### src/hdl/crc8d_pkg.sv
`default_nettype none

package crc8d_pkg;

  // window geometry
  localparam int WindowDepth = 10;
  localparam int PacketLen   = 9;
  localparam int CrcLen      = PacketLen - 1;
  localparam int CountW      = 4;

  // frame markers and crc settings
  localparam logic [7:0] MarkFirst  = 8'hAA;
  localparam logic [7:0] MarkSecond = 8'h55;
  localparam logic [7:0] CrcPoly    = 8'h07;
  localparam logic [7:0] CrcInit    = 8'hFF;

  typedef logic [7:0]        byte_t;
  typedef logic [CountW-1:0] count_t;

  localparam count_t CountFull = count_t'(WindowDepth);

  // one decoded packet
  typedef struct packed {
    logic [31:0]        timestamp;
    logic signed [31:0] sample_value;
    logic [7:0]         received_crc;
    logic               crc_ok;
  } result_t;

  // crc-8 over one byte, msb first
  function automatic byte_t crc8_byte(input byte_t crc_in, input byte_t data);
    byte_t c;
    c = crc_in ^ data;
    for (int b = 0; b < 8; b++) begin
      if (c[7]) begin
        c = {c[6:0], 1'b0} ^ CrcPoly;
      end else begin
        c = {c[6:0], 1'b0};
      end
    end
    return c;
  endfunction

endpackage

`default_nettype wire

### src/hdl/crc8d_in_if.sv
`default_nettype none

interface crc8d_in_if;
  logic       valid;
  logic       ready;
  logic [7:0] rx_byte;
  logic       new_request;

  modport source (output valid, output rx_byte, output new_request, input ready);
  modport sink (input valid, input rx_byte, input new_request, output ready);
endinterface

`default_nettype wire

### src/hdl/crc8d_out_if.sv
`default_nettype none

interface crc8d_out_if;
  logic               valid;
  logic               ready;
  logic [31:0]        timestamp;
  logic signed [31:0] sample_value;
  logic [7:0]         received_crc;
  logic               crc_ok;

  modport source (output valid, output timestamp, output sample_value,
                  output received_crc, output crc_ok, input ready);
  modport sink (input valid, input timestamp, input sample_value,
                input received_crc, input crc_ok, output ready);
endinterface

`default_nettype wire

### src/hdl/crc8d_window.sv
`default_nettype none

module crc8d_window
  import crc8d_pkg::*;
(
  input  wire logic    clk,
  input  wire logic    rst_n,
  input  wire logic    accept,
  input  wire byte_t   rx_byte,
  input  wire logic    new_request,
  output logic         res_valid,
  output result_t      res
);

  byte_t  window_r  [WindowDepth];
  byte_t  window_nxt[WindowDepth];
  byte_t  part_r    [CrcLen];
  byte_t  part_nxt  [CrcLen];
  byte_t  crc_d1_r;
  byte_t  crc_d2_r;
  count_t count_r;
  count_t count_nxt;
  count_t base_count;
  logic   is_frame;

  // byte history shifts toward entry 0
  always_comb begin
    for (int i = 0; i < WindowDepth - 1; i++) begin
      window_nxt[i] = window_r[i + 1];
    end
    window_nxt[WindowDepth-1] = rx_byte;
  end

  // running crc lanes: lane j covers the newest j+1 bytes
  always_comb begin
    part_nxt[0] = crc8_byte(CrcInit, rx_byte);
    for (int j = 1; j < CrcLen; j++) begin
      part_nxt[j] = crc8_byte(part_r[j-1], rx_byte);
    end
  end

  // saturating byte count, cleared by a start flag
  always_comb begin
    base_count = new_request ? '0 : count_r;
    count_nxt  = (base_count < CountFull) ? base_count + count_t'(1) : base_count;
  end

  // frame detect and packet fields
  always_comb begin
    is_frame  = !new_request && (count_r == CountFull) &&
                (window_r[WindowDepth-1] == MarkFirst) && (rx_byte == MarkSecond);
    res_valid = accept && is_frame;
    res.timestamp    = {window_r[3], window_r[2], window_r[1], window_r[0]};
    res.sample_value = {window_r[7], window_r[6], window_r[5], window_r[4]};
    res.received_crc = window_r[PacketLen-1];
    res.crc_ok       = (crc_d2_r == window_r[PacketLen-1]);
  end

  // payload state, refreshed on every item
  always_ff @(posedge clk) begin
    if (accept) begin
      window_r <= window_nxt;
      part_r   <= part_nxt;
      crc_d1_r <= part_r[CrcLen-1];
      crc_d2_r <= crc_d1_r;
    end
  end

  // count
  always_ff @(posedge clk) begin
    if (!rst_n) begin
      count_r <= '0;
    end else if (accept) begin
      count_r <= count_nxt;
    end
  end

endmodule

`default_nettype wire

### src/hdl/crc8d_out_buf.sv
`default_nettype none

module crc8d_out_buf
  import crc8d_pkg::*;
(
  input  wire logic    clk,
  input  wire logic    rst_n,
  input  wire logic    push,
  input  wire result_t push_data,
  output logic         push_ready,
  output logic         out_valid,
  output result_t      out_data,
  input  wire logic    out_ready
);

  logic    out_valid_r;
  logic    out_valid_nxt;
  result_t out_data_r;
  result_t out_data_nxt;
  logic    skid_valid_r;
  logic    skid_valid_nxt;
  result_t skid_data_r;
  result_t skid_data_nxt;
  logic    slot_free;

  assign slot_free  = !out_valid_r || out_ready;
  assign push_ready = !skid_valid_r;
  assign out_valid  = out_valid_r;
  assign out_data   = out_data_r;

  // output register with one skid entry behind it
  always_comb begin
    out_valid_nxt  = out_valid_r;
    out_data_nxt   = out_data_r;
    skid_valid_nxt = skid_valid_r;
    skid_data_nxt  = skid_data_r;
    if (slot_free) begin
      if (skid_valid_r) begin
        out_valid_nxt  = 1'b1;
        out_data_nxt   = skid_data_r;
        skid_valid_nxt = push;
        skid_data_nxt  = push_data;
      end else begin
        out_valid_nxt  = push;
        out_data_nxt   = push_data;
        skid_valid_nxt = 1'b0;
      end
    end else if (push) begin
      skid_valid_nxt = 1'b1;
      skid_data_nxt  = push_data;
    end
  end

  // control flags
  always_ff @(posedge clk) begin
    if (!rst_n) begin
      out_valid_r  <= 1'b0;
      skid_valid_r <= 1'b0;
    end else begin
      out_valid_r  <= out_valid_nxt;
      skid_valid_r <= skid_valid_nxt;
    end
  end

  // payload
  always_ff @(posedge clk) begin
    out_data_r  <= out_data_nxt;
    skid_data_r <= skid_data_nxt;
  end

endmodule

`default_nettype wire

### src/hdl/crc8_trailer_packet_deframer.sv
// Packet deframer for a received byte stream with a CRC-8 trailer.
// in_ch carries one received byte per item (rx_byte) and a start flag
// (new_request) that drops all byte history before that byte is taken.
// A packet is nine bytes (timestamp, sample, crc) followed by the marker
// bytes AA then 55; the item carrying the 55 produces one result on out_ch
// with the little-endian timestamp and sample, the received crc byte and
// crc_ok, which is set when CRC-8 (poly 07, init FF) over the first eight
// packet bytes matches. Items that do not close a packet produce nothing.
// A result is registered in the output register, or in the skid entry.
// Throughput: one item per cycle while in_ch is ready; the window shift,
// the eight running crc lanes and the frame compare are combinational.
// Stall: a one-entry skid behind the output register keeps in_ch ready
// while one result waits; in_ch.ready drops only when both hold a result.
// Reset: byte count and output flags clear, so no packet can complete
// before eleven bytes have been received.
`default_nettype none

module crc8_trailer_packet_deframer
  import crc8d_pkg::*;
(
  input  wire logic    clk,
  input  wire logic    rst_n,
  crc8d_in_if.sink     in_ch,
  crc8d_out_if.source  out_ch
);

  logic    accept;
  logic    res_valid;
  result_t res;
  logic    buf_ready;
  logic    out_valid;
  result_t out_data;

  assign in_ch.ready = buf_ready;
  assign accept      = in_ch.valid && buf_ready;

  // byte window, crc lanes and frame detect
  crc8d_window u_window (
    .clk         (clk),
    .rst_n       (rst_n),
    .accept      (accept),
    .rx_byte     (in_ch.rx_byte),
    .new_request (in_ch.new_request),
    .res_valid   (res_valid),
    .res         (res)
  );

  // result register and skid
  crc8d_out_buf u_out_buf (
    .clk        (clk),
    .rst_n      (rst_n),
    .push       (res_valid),
    .push_data  (res),
    .push_ready (buf_ready),
    .out_valid  (out_valid),
    .out_data   (out_data),
    .out_ready  (out_ch.ready)
  );

  // result channel
  assign out_ch.valid        = out_valid;
  assign out_ch.timestamp    = out_data.timestamp;
  assign out_ch.sample_value = out_data.sample_value;
  assign out_ch.received_crc = out_data.received_crc;
  assign out_ch.crc_ok       = out_data.crc_ok;

`ifndef NO_ASSERTIONS
  // a start flag never closes a packet on the same byte
  a_no_frame_on_start: assert property (@(posedge clk) disable iff (!rst_n)
    res_valid |-> !in_ch.new_request)
    else $error("packet detected on a start-flag byte");

  // results come only from accepted items
  a_frame_needs_accept: assert property (@(posedge clk) disable iff (!rst_n)
    res_valid |-> (in_ch.valid && in_ch.ready))
    else $error("packet detected without an accepted item");

  // input stalls only when a result is waiting at the output
  a_stall_needs_result: assert property (@(posedge clk) disable iff (!rst_n)
    !in_ch.ready |-> out_ch.valid)
    else $error("input stalled with an empty output");

  // the output is valid in the cycle after a packet is detected
  a_frame_reaches_out: assert property (@(posedge clk) disable iff (!rst_n)
    res_valid |=> out_ch.valid)
    else $error("detected packet did not reach the output");
`endif

endmodule

`default_nettype wire
### src/flat_wrapper.sv
// flat-port wrapper written by rule: the top's interface ports become plain ports
module crc8_trailer_packet_deframer_flat import crc8d_pkg::*;
  (clk, rst_n, in_ch_valid, in_ch_rx_byte, in_ch_new_request, in_ch_ready, out_ch_valid, out_ch_timestamp, out_ch_sample_value, out_ch_received_crc, out_ch_crc_ok, out_ch_ready);
  crc8d_in_if in_ch_i ();
  crc8d_out_if out_ch_i ();
  input  wire logic clk;
  input  wire logic rst_n;
  input wire logic [$bits(in_ch_i.valid)-1:0] in_ch_valid;
  input wire logic [$bits(in_ch_i.rx_byte)-1:0] in_ch_rx_byte;
  input wire logic [$bits(in_ch_i.new_request)-1:0] in_ch_new_request;
  output wire logic [$bits(in_ch_i.ready)-1:0] in_ch_ready;
  output wire logic [$bits(out_ch_i.valid)-1:0] out_ch_valid;
  output wire logic [$bits(out_ch_i.timestamp)-1:0] out_ch_timestamp;
  output wire logic [$bits(out_ch_i.sample_value)-1:0] out_ch_sample_value;
  output wire logic [$bits(out_ch_i.received_crc)-1:0] out_ch_received_crc;
  output wire logic [$bits(out_ch_i.crc_ok)-1:0] out_ch_crc_ok;
  input wire logic [$bits(out_ch_i.ready)-1:0] out_ch_ready;
  assign in_ch_i.valid = in_ch_valid;
  assign in_ch_i.rx_byte = in_ch_rx_byte;
  assign in_ch_i.new_request = in_ch_new_request;
  assign in_ch_ready = in_ch_i.ready;
  assign out_ch_valid = out_ch_i.valid;
  assign out_ch_timestamp = out_ch_i.timestamp;
  assign out_ch_sample_value = out_ch_i.sample_value;
  assign out_ch_received_crc = out_ch_i.received_crc;
  assign out_ch_crc_ok = out_ch_i.crc_ok;
  assign out_ch_i.ready = out_ch_ready;
  crc8_trailer_packet_deframer u_core (.clk(clk), .rst_n(rst_n), .in_ch(in_ch_i), .out_ch(out_ch_i));
endmodule
### config.mk
export PLATFORM = sky130hd
export DESIGN_NAME = crc8_trailer_packet_deframer_flat
export DESIGN_NICKNAME = d
export VERILOG_FILES = /design/src/hdl/crc8d_pkg.sv /design/src/hdl/crc8d_in_if.sv /design/src/hdl/crc8d_out_if.sv /design/src/hdl/crc8d_window.sv /design/src/hdl/crc8d_out_buf.sv /design/src/hdl/crc8_trailer_packet_deframer.sv /design/src/flat_wrapper.sv
export SDC_FILE = /design/constraint.sdc
export NUM_CORES = 1
export LEC_CHECK = 0
export BUFFER_PORTS_ARGS = -buffer_cell sky130_fd_sc_hd__buf_2
export CAP_MARGIN = 20
export CORE_MARGIN = 3
export CORE_UTILIZATION = 64
export CTS_CLUSTER_SIZE = 14
export DETAILED_ROUTE_END_ITERATION = 8
export HOLD_SLACK_MARGIN = 0.15
export PLACE_DENSITY = 0.87
export SYNTH_ARGS = -nofsm -noshare
export SYNTH_HDL_FRONTEND = slang
export SYNTH_SLANG_ARGS = --single-unit
### constraint.sdc
create_clock -name clk -period 9.1 [get_ports clk]
set_input_delay 0.91 -clock clk [delete_from_list [all_inputs] [get_ports clk]]
set_output_delay 0.91 -clock clk [all_outputs]
set_load 0.01 [all_outputs]
* Yosys cells after proc, flatten, opt, wreduce, memory -nomap -nowiden *
Cells that the tools add are included.

storage, ports and cells
  register bits = 312
  bits in latches = 0
  RAM bits = 0
  memory bits (read-only) = 0
  bits of input ports = 13
  output and inout bits = 75
  word-level logic and storage cells = 203
  memories = 0

operators by class
  $add $sub $neg = 1
  multipliers = 0
  div/mod/pow operators = 0
  order comparisons = 1
  equality and inequality tests = 5
  shift-type cells = 0
  multiplexer cells = 74
  bitwise operators = 72
  reductions and logical operators = 11

operator list
  cell                                                              number
  73-bit 2-to-1 mux                                                 4
  3-bit 2-to-1 mux                                                  64
  3-bit NOT                                                         64
  8-bit XOR                                                         7
  8-bit by 7-bit == test with 1-bit output (second input constant)  1
  8-bit == test                                                     1
  8-bit == test (second input constant)                             1
  4-bit 2-to-1 mux                                                  2
  8-bit NOT                                                         1
  1-bit logical AND                                                 5
  4-bit by 1-bit adder with 4-bit output (second input constant)    1
  4-bit == test (second input constant)                             1
  4-bit < comparator (second input constant)                        1
  1-bit 2-to-1 mux                                                  4
  1-bit logical NOT                                                 3
  2-bit inequality test (second input constant)                     1
  2-bit AND reduction                                               1
  2-bit nonzero test                                                1
  1-bit logical OR                                                  1

* Logic depth before layout (Yosys ltp) *
Gate-level depths: netlist of the first run.

  depth after elaboration = 17
  mapped depth = 7

* By module *
Synthesis of the first run repeated with hierarchy kept, for this count alone.

second synthesis, totals
  cells, all modules = 682
  area total of the unflattened synthesis = 12,892.4 sq um

by module, submodules not included
  module                        instances  cells an instance  area an instance (sq um)  sequential area each (sq um)
  crc8d_window                  1          442                7,418.4                   4,884.7
  crc8d_out_buf                 1          239                5,467.7                   4,424.2
  crc8_trailer_packet_deframer  1          1                  6.3                       0.0

* Worst setup path before layout of the first run *
No wires, ideal clock.

  path kind = in2reg
  start = input in_ch_valid
  end = register u_core.u_out_buf.skid_data_r[0] (netlist name) (enable)
  library setup time = 427 ps
  arrival = 5,743 ps
  path slack = 2,930 ps
  stages on the path = 5
  cells stage by stage = nand2_1 clkinv_1 nand3_1 nor3_1 mux2_2

between the ends
  longest elaborated chain between the ends = 4

RTL lines
  what                                  line                                source
  from (decl)                           flat_wrapper.sv:8                   input wire logic [$bits(in_ch_i.valid)-1:0] in_ch_valid;
  1-bit logical AND                     crc8_trailer_packet_deframer.sv:35  assign accept = in_ch.valid && buf_ready;
  net u_core.accept                     crc8_trailer_packet_deframer.sv:27  logic accept;
  1-bit logical AND                     crc8d_window.sv:52                  res_valid = accept && is_frame;
  2-bit nonzero test (no source line)   -
  2-bit AND reduction (no source line)  -
  to (signal assigned)                  crc8d_out_buf.sv:68                 skid_data_r <= skid_data_nxt;
  to (decl)                             crc8d_out_buf.sv:22                 result_t skid_data_r;

The timed path passes the listed nets, and every way through them passes these cells.
A chain may end at the register's enable or synchronous reset.

* Final worst setup path of the first run *
  start = register u_core.u_out_buf.skid_valid_r
  end = register u_core.u_out_buf.skid_data_r[56] (netlist name) (enable)

between the ends
  longest elaborated chain between the ends = 5

RTL lines
  what                                  line                                source
  from (decl)                           crc8d_out_buf.sv:20                 logic skid_valid_r;
  from (signal assigned)                crc8d_out_buf.sv:61                 skid_valid_r <= skid_valid_nxt;
  1-bit logical NOT                     crc8d_out_buf.sv:27                 assign push_ready = !skid_valid_r;
  1-bit logical AND                     crc8_trailer_packet_deframer.sv:35
  net u_core.accept                     crc8_trailer_packet_deframer.sv:27
  1-bit logical AND                     crc8d_window.sv:52
  2-bit nonzero test (no source line)   -
  2-bit AND reduction (no source line)  -

The timed path passes the listed nets, and every way through them passes these cells.

==> results.cfg, run 1 <==
[routing]
wl_per_cell_um = 21.0
via_per_inst = 5.74
drt-total-wl_um = 20600
ant_nets = 0
first_iter_violations = 448
dr.pass1.iters = 4
num_vias = 5635
drc = 0

[placed_design]
gp_congestion = 0.866
place_area_um2 = 12800
dp_hpwl_um = 12300
numPortBuffers = 87

[timing]
timing.final.crit_period_ns = 3.65
clock-skew-final_ns = 0.0144
tightest_slew_ns = 1.16
rsz0062_at_grt = no
maxSlewViolCount = 0
relSlewSlack = 0.224
fmax_mhz = 274
setup_viol = 0
finalHoldViolations = 0
tns_ns = 0
post-route-period-util = 0.401
whs_ns = 0.415

[floorplanning]
num_io_pins = 88
fp.coreArea_um2 = 18300
num_rows = 49
start_util = 0.663
fp.dieH_um = 144
dieArea_um2 = 20700
chipWidth_um = 144

[clock_tree]
cts_max_level = 1
cts_resized = 0
hold_buffers = 0
clkTransAtPathRegs_ns = 0.06
clock_sinks = 312
cts-root-buf = clkbuf_16
clockBufferDepth = 3
clk_latency_ns = 0.54
cts_tree = built
cts_made_buffers = 30
cts_setup_buffers = 0

[global_route]
grt_use_total = 0.201
grt_pass1_wl_um = 31600
first_global_vias = 5743
grt_antenna_before_repair = 0
grt_remaining_overflow = 0
grt_max_degree = 110

[pwr]
ir_worst_vdd_v = 0.000258
leakage_uw = 0.00483
powerDensity_nw_per_um2 = 306
total_power_uw = 4230

[worst_setup_path]
reg2reg_depth = 6
r2r_slack_ns = 5.45
worst_setup_path_end_kind = flip-flop
worstSetupPathType = reg2reg
worstPathRequired_ns = 9.25
timing.rr.end = u_core.u_out_buf.skid_data_r[56]
worstReg2RegStart = u_core.u_out_buf.skid_valid_r
arrival_ns = 3.80
cp_max_fo = 109
cp-start-kind = flip-flop

[synthesis]
yosys_warnings = 0
synth_area_leaders = edfxtp_1 (76%), xnor2_1 (7.6%), mux2_2 (6.8%)
synth_cell_types = 31
synth_compound_area_frac = 0.00783
synthXorXnorAreaFrac = 0.136
syn_inst = 623
yosys.area.top_type_share = 0.756
syn_nets = 640
ys_ff_latch = 312
synth_top_family_by_area = XOR/XNOR gates
synthAdderAreaFrac = 0.00412
synthesis.area_um2 = 12100
synth_area_per_cell_um2 = 19.5
synth.yosys.seq_area_share = 0.766
synth_mux_area_frac = 0.0677
synth-simple-area-share = 0.0101
synth_top_area_cell = edfxtp_1

[job]
cap_violations = 0

[cells_and_area]
area_growth_pct = 13.8
drive_gt1_frac = 0.297
fin_nets = 747
layout.cell_area.non_filler_um2 = 13800
utilization = 0.754
diodes = 0

[status]
status = completed

[hold_path]
hold_end = u_core.u_window.crc_d1_r[7]
worstHoldPathCells = 0
worstHoldStart = u_core.u_window.part_r[7]
min_path_type = reg2reg
==> layer usage <==
metal	GRT usage	share of wire	up-vias
met5	0	0	-
li1	-	-	2523
met2	0.354	0.52	192
met3	0.0266	0.043	58
met1	0.259	0.40	2862
met4	0.0738	0.032	0
==> stage by stage <==
step	std cells	setup slack (ns)
3_5_place_dp	927	5.32
3_3_place_gp	927	5.45
6_report	981	5.45
4_1_cts	981	5.42
5_1_grt	981	5.10
2_1_floorplan	623	2.93
==> how the worst max path moves through the flow <==
| stage | endpoint | startpoint |
|---|---|---|
| after CTS | u_core.u_out_buf.skid_data_r[45] | u_core.u_out_buf.skid_valid_r |
| final | u_core.u_out_buf.skid_data_r[56] | u_core.u_out_buf.skid_valid_r |
| after global routing | u_core.u_out_buf.skid_data_r[56] | u_core.u_out_buf.skid_valid_r |
| after global placement | u_core.u_out_buf.skid_data_r[46] | in_ch_valid |
| after detailed placement | u_core.u_out_buf.skid_data_r[43] | in_ch_valid |
| after floorplan | u_core.u_out_buf.skid_data_r[0] | in_ch_valid |
==> logic make-up (layout without fill, tap and decap cells) <==
family	Yosys count	count (layout)
buffers and inverters	22	151
XOR/XNOR	176	176
AND/OR/NAND/NOR	22	22
AO/OA/AOI/OAI	14	14
multiplexers	73	73
adder cells (fa/ha/maj)	4	4
flip-flops	312	312
==> critical path, cell delays in order, from the launching register on <==
cell and delay (ns):
dfxtp_4 0.66, inv_1 0.17, nand2_1 0.16, inv_6 0.71
nand3_1 0.17, nor3_1 0.38, mux2_4 0.88
==> final cells by class <==
type | instances | area (µm²)
sequential | 312 | 9310
fill | 960 | 4510
multi-input combinational | 289 | 2750
clock buffer | 36 | 795
timing repair buffer | 89 | 450
tap | 229 | 287
clock inverter | 18 | 191
inverter | 8 | 35.0
==> power breakdown <==
| group | internal [µW] | switching, µW | total (µW) |
|---|---|---|---|
| logic | 482 | 467 | 948 |
| registers | 1910 | 141 | 2050 |
| clock network | 733 | 499 | 1230 |
| total | 3120 | 1110 | 4230 |
==> registers in the layout (all words and copies together) (netlist names) <==
| name | cells |
|---|---|
| u_core.u_out_buf.skid_data_r | 73 |
| u_core.u_window.crc_d1_r | 8 |
| u_core.u_out_buf.out_data | 73 |
| u_core.u_window.part_r | 64 |
| u_core.u_window.res | 72 |
| u_core.u_window.count_r | 4 |
| u_core.u_out_buf.out_valid | 1 |
| u_core.u_window.crc_d2_r | 8 |
| u_core.u_out_buf.skid_valid_r | 1 |
| u_core.u_window.window_nxt | 8 |
==> placed cells by master, fill, tap and decap left out, types with 5 or more instances in the layout <==
cell type,instances
clkinv_2,5
xnor2_2,8
clkinv_1,6
dfxtp_1,5
edfxtp_1,306
xor2_1,57
mux2_2,72
xor2_2,5
buf_2,87
clkbuf_1,5
xnor2_1,105
inv_1,6
clkbuf_16,31
==> cell usage after synthesis, drive strengths merged <==
cell / count
mux2: 73
nor3: 1
a211oi: 1
o211a: 1
xor2: 62
clkbuf: 8
a2111oi: 1
buf: 6
nand4: 3
a41oi: 1
a31o: 1
nand4b: 1
nand3: 3
nor4bb: 2
inv: 7
nor2: 4
edfxtp: 306
o31a: 1
xnor2: 114
dfxtp: 6
a21oi: 4
o21ai: 3
ha: 4
o31ai: 1
nand2: 4
clkinv: 1
nor2b: 4
Power figures use the tool's default switching activity.
==> run 2: changes to the inputs <==
--- a/config.mk
+++ b/config.mk
@@ -8,11 +8,11 @@
 export BUFFER_PORTS_ARGS = -buffer_cell sky130_fd_sc_hd__buf_2
 export CAP_MARGIN = 20
 export CORE_MARGIN = 3
-export CORE_UTILIZATION = 64
+export CORE_UTILIZATION = 60
 export CTS_CLUSTER_SIZE = 14
 export DETAILED_ROUTE_END_ITERATION = 8
 export HOLD_SLACK_MARGIN = 0.15
-export PLACE_DENSITY = 0.87
+export PLACE_DENSITY = 0.82
 export SYNTH_ARGS = -nofsm -noshare
 export SYNTH_HDL_FRONTEND = slang
 export SYNTH_SLANG_ARGS = --single-unit
==> constraint.sdc (replaced) <==
create_clock -name clk -period 3.7 [get_ports clk]
set_input_delay 0.37 -clock clk [delete_from_list [all_inputs] [get_ports clk]]
set_output_delay 0.37 -clock clk [all_outputs]
set_load 0.01 [all_outputs]
==> results.cfg, run 2 (same netlist as run 1, synthesis figures left out) <==
[timing]
maxSlewViolCount = 0
timing.final.crit_period_ns = 2.48
fmax_mhz = 403
whs_ns = 0.166
fin_ws_ns = 1.22
tightest_slew_ns = 1.02
setup_viol = 0
rsz0062_at_grt = no
clock-skew-final_ns = 0.0144
relSlewSlack = 0.318
post-route-period-util = 0.670
finalHoldViolations = 0
tns_ns = 0

[floorplanning]
fp.coreArea_um2 = 19700
start_util = 0.618
fp.dieH_um = 148
chipWidth_um = 148
dieArea_um2 = 22000
num_io_pins = 88
num_rows = 51

[routing]
first_iter_violations = 458
wl_per_cell_um = 18.9
via_per_inst = 5.35
ant_nets = 0
drc = 0
drt-total-wl_um = 19500
dr.pass1.iters = 4
num_vias = 5502

[clock_tree]
clkTransAtPathRegs_ns = 0.06
clk_latency_ns = 0.55
clockBufferDepth = 3
cts_max_level = 1
clock_sinks = 312
cts_setup_buffers = 0
cts_resized = 0
cts_made_buffers = 30
hold_buffers = 6
cts-root-buf = clkbuf_16
cts_tree = built

[worst_setup_path]
worstReg2RegStart = u_core.u_out_buf.skid_valid_r
worst_setup_path_end_kind = flip-flop
cp-start-kind = flip-flop
worstPathRequired_ns = 3.90
worstSetupPathType = reg2reg
cp_max_fo = 58
r2r_slack_ns = 1.22
timing.rr.end = u_core.u_out_buf.skid_data_r[70]
arrival_ns = 2.68
cp-startpoint = u_core.u_out_buf.skid_valid_r
worstSetupEndpoint = u_core.u_out_buf.skid_data_r[70]
reg2reg_depth = 7

[cells_and_area]
fin_nets = 758
drive_gt1_frac = 0.300
diodes = 0
final_cells = 1029
final_common_cell = edfxtp_1
mostFrequentLayoutCells = edfxtp_1 (306), xnor2_1 (105), buf_2 (87), mux2_2 (72), xor2_1 (57)
nFillCells = 1238
area_growth_pct = 14.4

[placed_design]
gp_congestion = 0.805
numPortBuffers = 87
dp.cells = 968
pre_cts_ws_ns = 1.18
dp_hpwl_um = 12300

[global_route]
first_global_vias = 5497
grt_use_total = 0.177
grt_antenna_before_repair = 0
grt_pass1_wl_um = 30100
grt_max_degree = 78
grt_remaining_overflow = 0

[pwr]
leakage_uw = 0.00485
powerDensity_nw_per_um2 = 728
ir_worst_vdd_v = 0.000386

[hold_path]
min_path_type = in2reg

[job]
cap_violations = 0

[status]
status = completed
## run 2: cell types whose count changed in the layout (fill, tap and decap cells not counted), sizes merged
cell and change:
inv -2, dlygate4sd3 +6, bufinv -3, clkinv +8, clkbuf -2, buf +5
## run 2: worst min-delay path by stage
stage                                 from                       endpoint  cells past startpoint
2_1_floorplan    u_core.u_window.part_r[0]    u_core.u_window.crc_d1_r[0]                      0
3_3_place_gp   u_core.u_window.crc_d1_r[4]    u_core.u_window.crc_d2_r[4]                      0
3_5_place_dp     u_core.u_window.part_r[3]    u_core.u_window.crc_d1_r[3]                      0
4_1_cts                   in_ch_rx_byte[0]  u_core.u_window.window_nxt[8]                      1
5_1_grt                   in_ch_rx_byte[0]  u_core.u_window.window_nxt[8]                      1
6_report                  in_ch_rx_byte[0]  u_core.u_window.window_nxt[8]                      1
## run 2: layout make-up
class                           count  area (µm²)  area share
Tap cell                          265         332      0.0239
Timing Repair Buffer              100         561      0.0403
Inverter                            8        36.3     0.00261
Sequential cell                   312        9310       0.670
Multi-Input combinational cell    289        2750       0.198
Clock inverter                     21         141      0.0102
Clock buffer                       34         766      0.0551
## run 2: power breakdown
part           total (µW)  switching, µW  internal, µW
Combinational        2320           1130          1190
Sequential           5030            342          4690
Clock                2770           1220          1560
## run 2: worst max-delay path, stage by stage, from the launching register on
cell	delay (ns)
dfxtp_4	0.34
inv_1	0.06
nand2_1	0.11
clkinv_4	0.37
nand3_1	0.14
nor3_1	0.32
mux2_4	0.39
buf_12	0.31
## run 2: stage by stage
stage	total power, µW	cell area, µm²	util
floorplan	6910	12200	-
detailed placement	7410	12900	0.658
finish	10100	13900	0.707
global route	10600	13900	0.707
CTS	10200	13900	0.707
global placement	7300	12900	0.658
## run 2: per-layer routing
layer / part of all wire / track usage / routed length [µm] / up-vias
met5: 0 / 0 / 0 / -
met4: 0.023 / 0.0540 / 443 / 0
met3: 0.045 / 0.0256 / 873 / 38
met2: 0.51 / 0.300 / 9860 / 149
met1: 0.43 / 0.241 / 8300 / 2776
li1: - / - / - / 2539
==> run 3: changes to the inputs <==
==> constraint.sdc (replaced) <==
create_clock -name clk -period 2.3 [get_ports clk]
set_input_delay 0.23 -clock clk [delete_from_list [all_inputs] [get_ports clk]]
set_output_delay 0.23 -clock clk [all_outputs]
set_load 0.01 [all_outputs]
==> results.cfg, run 3 (same netlist as run 1, synthesis figures left out) <==
[global_route]
grt_use_total = 0.175
grt_antenna_before_repair = 0
grt_pass1_wl_um = 30400
grt_max_degree = 168
first_global_vias = 5639
grt_remaining_overflow = 0

[worst_setup_path]
worst_setup_path_end_kind = flip-flop
worstSetupPathType = reg2reg
cp_max_fo = 23
worstPathRequired_ns = 2.53
cp-start-kind = flip-flop
arrival_ns = 2.40

[cells_and_area]
mostFrequentLayoutCells = edfxtp_1 (306), xnor2_1 (105), buf_2 (87), mux2_2 (72), xor2_1 (57)
drive_gt1_frac = 0.304
area_growth_pct = 16.1
nFillCells = 1187
fin_nets = 770
multi_input_area_um2 = 2780
final_cells = 1036
layout.cell_area.non_filler_um2 = 14100
final_common_cell = edfxtp_1
final-seq-area_um2 = 9310
diodes = 0

[placed_design]
dp.cells = 976
dp_hpwl_um = 12000
place_area_um2 = 13100
gp_congestion = 0.822
pre_cts_ws_ns = 0.130
numPortBuffers = 87

[pwr]
clkPwrFrac = 0.277
seq_power_share = 0.495
combPwrFrac = 0.228
switchingPower_uw = 4160
leakage_uw = 0.00492
p_sw_frac = 0.255
p_int_uw = 12200
ir_worst_vdd_v = 0.000742
powerDensity_nw_per_um2 = 1160

[routing]
num_vias = 5492
drc = 0
met1_length_um = 8000
drt-total-wl_um = 19100
highest_layer = met4
ant_nets = 0
dr_wl_met3_um = 1040
dr.pass1.iters = 5
first_iter_violations = 392
wl_per_cell_um = 18.4
via_per_inst = 5.30
wl_met2_um = 9560

[timing]
post-route-period-util = 0.945
clock-skew-final_ns = 0.00666
finalHoldViolations = 0
tns_ns = 0
whs_ns = 0.180
fmax_mhz = 460
setup_viol = 0
relSlewSlack = 0.459
fin_ws_ns = 0.126
maxSlewViolCount = 0
timing.final.crit_period_ns = 2.17
tightest_slew_ns = 0.812
rsz0062_at_grt = no

[floorplanning]
num_io_pins = 88
start_util = 0.618
fp.coreArea_um2 = 19700
chipWidth_um = 148
fp.dieH_um = 148
num_rows = 51
dieArea_um2 = 22000

[clock_tree]
cts_tree = built
cts_made_buffers = 30
cts_max_level = 1
clkTransAtPathRegs_ns = 0.06
clock_sinks = 312
clk_latency_ns = 0.53
cts-root-buf = clkbuf_16
cts_setup_buffers = 0
clockBufferDepth = 3

[hold_path]
min_path_type = in2reg

[status]
status = completed

[job]
cap_violations = 0
-- run 3: cell types whose count changed in the layout (fill, tap and decap cells not counted), moves of 3 or more --
cell,before,now
buf_12,1,4
clkbuf_1,4,9
clkinv_2,10,3
dlygate4sd3_1,6,10
buf_4,6,10
clkinv_1,7,4
-- run 3: worst paths after layout --
kind / startpoint / end / slack [ns] / cells after the start
worst max-delay path: u_core.u_window.window_nxt[8] / u_core.u_out_buf.skid_data_r[64] / 0.13 / 5
worst min-delay path: in_ch_rx_byte[2] / u_core.u_window.window_nxt[10] / 0.18 / 2
worst max register to register: u_core.u_window.window_nxt[8] / u_core.u_out_buf.skid_data_r[64] / 0.13 / 5
worst min register to register: u_core.u_window.part_r[1] / u_core.u_window.crc_d1_r[1] / 0.42 / 0
-- run 3: layer usage --
metal	up-vias	GRT usage
li1	2568	-
met1	2727	0.240
met2	163	0.293
met3	34	0.0311
met4	0	0.0536
met5	-	0
-- run 3: power groups by stage --
stage	registers [µW]	clock network [µW]	logic, µW
after CTS	8080	4600	3780
after global placement	8150	0	3610
after floorplan	8060	0	3060
final	8080	4520	3720
after global routing	8150	4850	4090
after detailed placement	8190	0	3710
-- run 3: metrics by stage --
step / power, µW / util
5_1_grt: 17100 / 0.718
4_1_cts: 16500 / 0.717
3_5_place_dp: 11900 / 0.666
3_3_place_gp: 11800 / 0.666
6_report: 16300 / 0.718
2_1_floorplan: 11100 / -
-- run 3: cell type report --
cell class              count  area share
repair buffers            112      0.0509
clock inverters            10     0.00692
multi-input cells         289       0.197
inverters                   8     0.00426
well taps                 265      0.0235
clock buffers              40      0.0574
flip-flops and latches    312       0.660
-- run 3: critical path, cell delays in order (launching register included) --
cell and delay, ns:
edfxtp_1 0.41, nor4bb_2 0.36, nand4_1 0.18, nor3_2 0.32, mux2_8 0.37, buf_12 0.21
-- run 3: repair_timing --
item                                    CTS  global route
gates resized for setup                   0             2
endpoints found under the hold margin    15             0
hold buffers                             10             0
endpoints found under the setup margin    0            45
